### src/sas_pkg.sv
`default_nettype none
package sas_pkg;
    typedef struct packed {
        logic signed [31:0] start_x;
        logic signed [31:0] start_y;
        logic signed [31:0] start_z;
        logic signed [31:0] end_x;
        logic signed [31:0] end_y;
        logic signed [31:0] end_z;
        logic [30:0]        sphere_radius;
    } t_arc_in;

    typedef struct packed {
        logic signed [31:0] point_x;
        logic signed [31:0] point_y;
        logic signed [31:0] point_z;
        logic               is_last;
    } t_arc_out;

    // Commands from the sequencer to the datapath.
    typedef struct packed {
        logic       load;
        logic       mid_go;
        logic [6:0] idx_a;
        logic [6:0] idx_b;
        logic [6:0] idx_d;
        logic       rd_go;
        logic [6:0] idx_r;
        logic       last;
    } t_sas_cmd;

    typedef struct packed {
        logic mid_done;
    } t_sas_stat;
endpackage
`default_nettype wire

### src/sas_control.sv
`default_nettype none
module sas_control
    import sas_pkg::*;
#(
    parameter int LEVELS = 6
) (
    input  wire logic      i_clk,
    input  wire logic      i_rst_n,
    input  wire logic      i_start,
    input  wire t_sas_stat i_stat,
    output t_sas_cmd       o_cmd,
    output logic           o_busy
);
    localparam int Span = 1 << LEVELS;

    typedef enum logic [2:0] {S_IDLE, S_SETUP, S_MID, S_WAIT, S_OUT} t_state;
    t_state r_state;
    logic [7:0] r_span;
    logic [7:0] r_i;

    always_ff @(posedge i_clk) begin
        if (!i_rst_n) begin
            r_state <= S_IDLE;
            o_cmd <= '0;
            o_busy <= 1'b0;
            r_span <= '0;
            r_i <= '0;
        end else begin
            o_cmd <= '0;
            case (r_state)
                S_IDLE: begin
                    if (i_start) begin
                        o_cmd.load <= 1'b1;
                        o_busy <= 1'b1;
                        r_span <= 8'(Span);
                        r_i <= 8'(Span / 2);
                        r_state <= S_SETUP;
                    end
                end
                S_SETUP: r_state <= S_MID;
                S_MID: begin
                    o_cmd.mid_go <= 1'b1;
                    o_cmd.idx_a <= 7'(r_i - (r_span >> 1));
                    o_cmd.idx_b <= 7'(r_i + (r_span >> 1));
                    o_cmd.idx_d <= 7'(r_i);
                    r_state <= S_WAIT;
                end
                S_WAIT: begin
                    if (i_stat.mid_done) begin
                        if (r_i + r_span < 8'(Span)) begin
                            r_i <= r_i + r_span;
                            r_state <= S_MID;
                        end else if (r_span > 8'd2) begin
                            r_span <= r_span >> 1;
                            r_i <= r_span >> 2;
                            r_state <= S_MID;
                        end else begin
                            r_i <= '0;
                            r_state <= S_OUT;
                        end
                    end
                end
                S_OUT: begin
                    o_cmd.rd_go <= 1'b1;
                    o_cmd.idx_r <= 7'(r_i);
                    o_cmd.last <= (r_i == 8'(Span - 1));
                    r_i <= r_i + 8'd1;
                    if (r_i == 8'(Span - 1)) begin
                        o_busy <= 1'b0;
                        r_state <= S_IDLE;
                    end
                end
                default: r_state <= S_IDLE;
            endcase
        end
    end
endmodule
`default_nettype wire

### config.mk
export PLATFORM = sky130hd
export DESIGN_NAME = sas_control
export DESIGN_NICKNAME = d
export VERILOG_FILES = /design/src/sas_pkg.sv /design/src/sas_control.sv
export SDC_FILE = /design/constraint.sdc
export NUM_CORES = 1
export LEC_CHECK = 0
export ABC_AREA = 1
export BUFFER_PORTS_ARGS = -buffer_cell sky130_fd_sc_hd__buf_4
export CAP_MARGIN = 20
export CORE_MARGIN = 2
export CORE_UTILIZATION = 30
export CTS_CLUSTER_SIZE = 20
export DETAILED_ROUTE_END_ITERATION = 10
export HOLD_SLACK_MARGIN = 0.15
export PLACE_DENSITY_LB_ADDON = 0.08
export SYNTH_ARGS = -nofsm -noshare
export SYNTH_HDL_FRONTEND = slang
export SYNTH_SLANG_ARGS = --single-unit
### constraint.sdc
create_clock -name i_clk -period 1.9 [get_ports i_clk]
set_input_delay 0.38 -clock i_clk [delete_from_list [all_inputs] [get_ports i_clk]]
set_output_delay 0.38 -clock i_clk [all_outputs]
set_load 0.005 [all_outputs]
Word level (Yosys, flattened, before mapping)
Cells that the tools add are included.
- reduce and logical (&&, ||, !) cells: 11
- shift operators: 0
- multiplexer cells: 22
- order comparisons: 2
- equality and inequality tests: 10
- $add $sub $neg: 4
- multiply operators: 0
- bitwise operators: 0
- divide/modulo/power cells: 0
- operators with widths (operator ; number):
    $mux W8 ; 7
    $pmux W8 S3 ; 1
    $mux W22 ; 1
    $pmux W8 S2 ; 1
    $mux W3 ; 5
    $pmux W3 S5 ; 1
    $ne A2 B2 Y1 const B ; 5
    $mux W9 ; 1
    $reduce_and A3 Y1 ; 3
    $add A8 B1 Y8 const B ; 1
    $add A8 B8 Y8 ; 1
    $eq A8 B6 Y1 const B ; 1
    $gt A8 B2 Y1 const B ; 1
    $lt A8 B7 Y1 const B ; 1
    $add A7 B7 Y7 ; 1
    $sub A7 B7 Y7 ; 1
    $eq A3 B2 Y1 const B ; 2
    $mux W6 ; 1
    $reduce_and A2 Y1 ; 3
    $reduce_and A5 Y1 ; 1
    $reduce_bool A2 Y1 ; 2
    $eq A3 B1 Y1 const B ; 1
    $eq A3 B3 Y1 const B ; 1
    $logic_not A3 Y1 ; 1
    3 further kinds ; 5
- register bits: 52
- output and inout port bits: 33
- RAM bits: 0
- word-level logic and storage cells: 61
- bits of input ports: 4
- memories: 0
- memory bits (read-only): 0
- latch bits: 0

Longest topological paths before layout
- depth after elaboration: 5
- gate-level depth with buffers: 16

Worst setup path before layout
OpenSTA, ideal clock, no wires.
- kind: register to register
- start point: register r_i[0]
- end point: register r_span[5]
- slack: -0.178 ns
- arrival time: 1.963 ns
- period minus slack after synthesis: 2.078 ns
- library setup time: 0.115 ns
- buffers on the path: 0
- data required time: 1.785 ns
- cell stages (with the launch flop): 16
- cell sequence: dfxtp_1 -> ha_1 -> inv_1 -> fa_1 -> inv_1 -> nand2_1 -> nand2_1 -> nand3_1 -> nand2_1 -> nand2_1 -> nand2_1 -> nand3_1 -> nand2_4 -> inv_2 -> o21ai_1 -> nor2_1
- cells in the longest elaborated chain, start to end: 4
- RTL lines (element ; line ; RTL):
    start, declared ; sas_control.sv:19 ; logic [7:0] r_i;
    start signal, assigned ; sas_control.sv:36 ; r_i <= 8'(Span / 2);
    start signal, assigned ; sas_control.sv:51 ; r_i <= r_i + r_span;
    start signal, assigned ; sas_control.sv:55 ; r_i <= r_span >> 2;
    $add A8 B8 Y8 ; sas_control.sv:50 ; if (r_i + r_span < 8'(Span)) begin
    $lt A8 B7 Y1 ; sas_control.sv:50 ;
    $ne A2 B2 Y1 (no line) ; - ;
    $reduce_and A5 Y1 (no line) ; - ;
    end signal, assigned ; sas_control.sv:35 ; r_span <= 8'(Span);
    end signal, assigned ; sas_control.sv:54 ; r_span <= r_span >> 1;
    end, declared ; sas_control.sv:18 ; logic [7:0] r_span;
No other way between the ends.
A chain may end at the register's enable or synchronous reset.

Worst setup path in the final report
- start point: register r_i[0]
- end point: register r_span[1]
Same word-level chain as after synthesis.

==> tab_implementation.tex <==
\begin{tabular}{lr}
\hline
Metric & Value \\
\hline
\multicolumn{2}{l}{\textbf{Worst setup path}} \\
Worst path cell trace & ha\_4, inv\_2, fa\_2, inv\_2, nand2\_2, nand2\_2, nand3\_2, nand3b\_1, nand2\_4, nand3\_4, nand2\_8, buf\_4, o21ai\_2, a21oi\_2 \\
CP Launch Point & r\_i[0] \\
Max incr delay on CP & 0.38 ns \\
Classification of the worst setup path & register to register \\
Maximum fanout count along the critical path & 8 \\
Slowest stage cell, crit path & sky130\_fd\_sc\_hd\_\_dfxtp\_4 \\
Worst Path Arrival & 2.19 ns \\
Kind of end point of the critical path & register \\
Top Family by Delay on Critical Path & simple AND/OR/NAND/NOR gates \\
Crit start category & register \\
CP required & 2.11 ns \\
Setup slack of the most critical reg-to-reg path & -0.08 ns \\
Worst r2r path cells & 14 \\
Critical register-to-register path endpoint & r\_span[1] \\
Launch instance of the worst register-to-register path & r\_i[0] \\
Bufs and invs on worst path & 3 \\
\multicolumn{2}{l}{\textbf{Drt}} \\
DRC violations left & 0 \\
Length of routed met3 wiring & 251 um \\
Top routing layer in use & met4 \\
Remaining antenna violation count after routing & 0 \\
1st-iter DRT viols & 67 \\
Routed met1 length & about 3300 um \\
Vias & 2420 \\
Via count normalized by instance count & 4.566 \\
TritonRoute pass-1 iters & 4 \\
Total met2 wirelength after detailed routing & 3383 um \\
Detailed-route wire length & about 7000 um \\
Final routed wire length divided by cell count & 13.23 um \\
\multicolumn{2}{l}{\textbf{Clock network}} \\
Clock Path Buffers & 2 \\
Clock buffer count from CTS & 5 \\
Count of hold-fix buffers inserted at cts & 0 \\
Clock H-tree levels & 2 \\
Clock latency of the later-clocked register in the worst-skew pair & 0.31 ns \\
TritonCTS clock tree & yes \\
Register clock-pin slew on the reported worst setup and hold paths & 0.10 ns \\
Root buffer selected by CTS & sky130\_fd\_sc\_hd\_\_clkbuf\_8 \\
Clock Sink Count & 50 \\
\multicolumn{2}{l}{\textbf{Synthesis}} \\
Number of enable-type register cells in the synthesized netlist & 0 \\
Share of synthesized registers carrying an async set or reset & 0\% \\
Syn avg cell area & $\sim$7.5 sq um \\
Main combinational cell family by area after synthesis & simple AND/OR/NAND/NOR gates \\
Mux share of post-synthesis cell area & 0\% \\
Simple-gate area share of the yosys netlist & about a quarter \\
Library cells used by synthesis & 33 \\
Leading register cell type out of synthesis & sky130\_fd\_sc\_hd\_\_dfxtp\_1 \\
Syn\_nets & 363 \\
Synth Area in Compound Gates & 13.73\% \\
Instance count of the mapped netlist & $\sim$340 \\
Seq/Total Area, Yosys & 39.51\% \\
Adder-Cell Fraction of Synth Area & 12.25\% \\
Number of flip-flops and latches in the synthesized netlist & 50 \\
Synth warn & 0 \\
Fraction of synthesized cell area in xor and xnor cells & 1.383\% \\
Netlist Area Pre-Place & 2534 sq um \\
\multicolumn{2}{l}{\textbf{Power and ir drop}} \\
Cell leakage power & approximately 1.6 nW \\
Ratio of total power to cell area & about 730 nW/um\^{}2 \\
Worst VDD drop & about 0.33 mV \\
\multicolumn{2}{l}{\textbf{STA}} \\
Worst hold-check slack & 0.3665 ns \\
Worst Setup Slack, final & -0.07589 ns \\
Number of failing setup endpoints in the final timing report & 9 \\
Fraction of the cycle the final worst path needs & 104.0\% \\
Highest clock rate & 506.1 MHz \\
Unrepaired setup endpoints after global routing & true \\
Final-report hold violation count & 0 \\
Measured slew at the worst slew-check pin & 0.3699 ns \\
Shortest period the worst path allows & 1.976 ns \\
Slew margin rel. & 75.31\% \\
Clock Skews & 0.01148 ns \\
Total count of max-transition violations in the final report & 0 \\
\multicolumn{2}{l}{\textbf{Finish}} \\
Layout cell share with drive strength beyond 1 & 38.35\% \\
Area of all sequential standard cells & 1013 sq um \\
Multi-input gate area in the final layout & about 1500 sq um \\
Cell Count, Final, Fillers Out & 530 \\
Commonest cells after routing, fill and taps aside & 84 x sky130\_fd\_sc\_hd\_\_buf\_4, 44 x sky130\_fd\_sc\_hd\_\_nand2\_1, 44 x sky130\_fd\_sc\_hd\_\_dfxtp\_1, 41 x sky130\_fd\_sc\_hd\_\_nor2\_1, 37 x sky130\_fd\_sc\_hd\_\_inv\_1 \\
Area growth syn-to-layout & 43.01\% \\
Post-layout utilization of the core & approximately 44\% \\
Most common library cell in the layout ignoring fill and taps & sky130\_fd\_sc\_hd\_\_buf\_4 \\
Ant diodes & 0 \\
Final nets & roughly 450 \\
Number of fillers in the final layout & 866 \\
\multicolumn{2}{l}{\textbf{Floorplan}} \\
Std-Cell Core Area & 8217 sq um \\
Site row count & 33 \\
DIE AREA & 9197 sq um \\
Initial Utilization & between 30 and 40\% \\
Floorplan die height & roughly 96 um \\
Die width & 95.90 um \\
Top-level port count & 37 \\
\multicolumn{2}{l}{\textbf{Place}} \\
Routability congestion estimate & 0.8908 \\
Number of buffers inserted by port buffering & 36 \\
Placement-stage worst setup slack & -0.1293 ns \\
Detailed placement HPWL & $\sim$5400 um \\
Count of placed standard cells including taps & 517 \\
\multicolumn{2}{l}{\textbf{Hold path}} \\
Hold wc startpoint & i\_rst\_n \\
Path class of the lowest-slack min-delay path & primary input to register \\
Endpoint, Worst Hold & r\_span[4] \\
Worst hold path stage count & 3 \\
\multicolumn{2}{l}{\textbf{Flow run}} \\
Max-cap viol count & 0 \\
\multicolumn{2}{l}{\textbf{GRT}} \\
Largest net degree at the start of global routing & 15 \\
Total GRT Usage & between 10\% and 20\% \\
Antenna violations before repair & 0 \\
Via count of the first global-routing pass & between 2000 and 2500 \\
Global-route wire length before repair & 11530 um \\
Global route overflow & 0 \\
\multicolumn{2}{l}{\textbf{Status}} \\
Result of the run & finished with violations \\
Failing checks & setup timing \\
\hline
\end{tabular}
-- how the worst max path moves through the flow --
stage	slack [ns]	depth (start not counted)	end
finish	-0.08	14	r_span[1]
global route	-0.18	14	r_span[1]
CTS	-0.04	15	r_span[4]
detailed placement	-0.13	15	r_span[5]
global placement	-0.08	15	r_span[5]
floorplan	0.0007	15	r_span[5]
-- metal layers --
metal,GRT usage (%),vias up
met5,0,-
met4,4.286,0
met3,2.584,8
met2,27.86,45
met1,22.27,1103
li1,-,1264
-- synth_stat cells (all sizes together) (2+ instances only) --
master	number	area, sq um
ha	20	250.2
nor4	3	18.77
nand3	23	120.1
xor2	2	17.52
inv	46	172.7
a21oi	34	177.7
dfxtp	50	1001
o21bai	5	37.54
or2	2	12.51
fa	3	60.06
nand4	3	18.77
nor2	45	178.9
o21a	2	15.01
nand2	60	237.7
nor3	7	35.03
a31oi	3	18.77
buf	6	33.77
xnor2	2	17.52
o21ai	16	83.83
-- repair_timing --
| item | CTS | global route |
|---|---|---|
| setup buffers | 4 | 1 |
| resized for setup | 17 | 47 |
| setup endpoints to repair | 17 | 19 |
| pin swaps | 8 | 13 |
| endpoints found under the hold margin | 0 | 0 |
-- flip-flops by register name (all words and copies together) (netlist names) --
name	count
r_span	7
r_state	3
r_i	8
o_busy	1
o_cmd	31
-- through the flow --
step	total power, mW	instance area, sq um	TNS [ns]
floorplan	1.551	2550	0
global route	2.846	3623	-2.166
CTS	2.581	3442	-0.1839
global placement	1.861	3267	-0.3896
detailed placement	1.864	3267	-1.193
finish	2.658	3623	-0.3157
-- kinds of logic (layout without fill, tap and decap cells) --
kind of cell,count (synthesis),in the layout
xor gates and xnor gates,4,4
adders and majority gates,23,23
and+or+nand+nor,144,144
AOI/OAI and AO/OA,62,62
buffers and inverters,53,142
DFF,50,50
-- power breakdown --
part | internal [mW] | switching, mW | total, mW
combinational | 0.394 | 0.472 | 0.866
sequential | 1.09 | 0.0337 | 1.13
clock | 0.295 | 0.368 | 0.663
total | 1.78 | 0.874 | 2.66
-- worst reg2reg max path, cell delays in order (launching register included) --
cell                       delay, ns
sky130_fd_sc_hd__dfxtp_4        0.38
sky130_fd_sc_hd__ha_4           0.14
sky130_fd_sc_hd__inv_2          0.03
sky130_fd_sc_hd__fa_2           0.34
sky130_fd_sc_hd__inv_2          0.06
sky130_fd_sc_hd__nand2_2        0.04
sky130_fd_sc_hd__nand2_2        0.06
sky130_fd_sc_hd__nand3_2        0.06
sky130_fd_sc_hd__nand3b_1       0.13
sky130_fd_sc_hd__nand2_4        0.09
sky130_fd_sc_hd__nand3_4        0.12
sky130_fd_sc_hd__nand2_8        0.10
sky130_fd_sc_hd__buf_4          0.16
sky130_fd_sc_hd__o21ai_2        0.13
sky130_fd_sc_hd__a21oi_2        0.04
-- cell type report --
cell class	count	share of cell area, %
Multi-Input combinational cell	233	42.27
Sequential cell	50	27.97
Timing Repair Buffer	88	18.65
Inverter	46	4.972
Tap cell	105	3.626
Clock buffer	7	2.383
Clock inverter	1	0.1381
No activity file was read; power rests on OpenSTA's default activity.
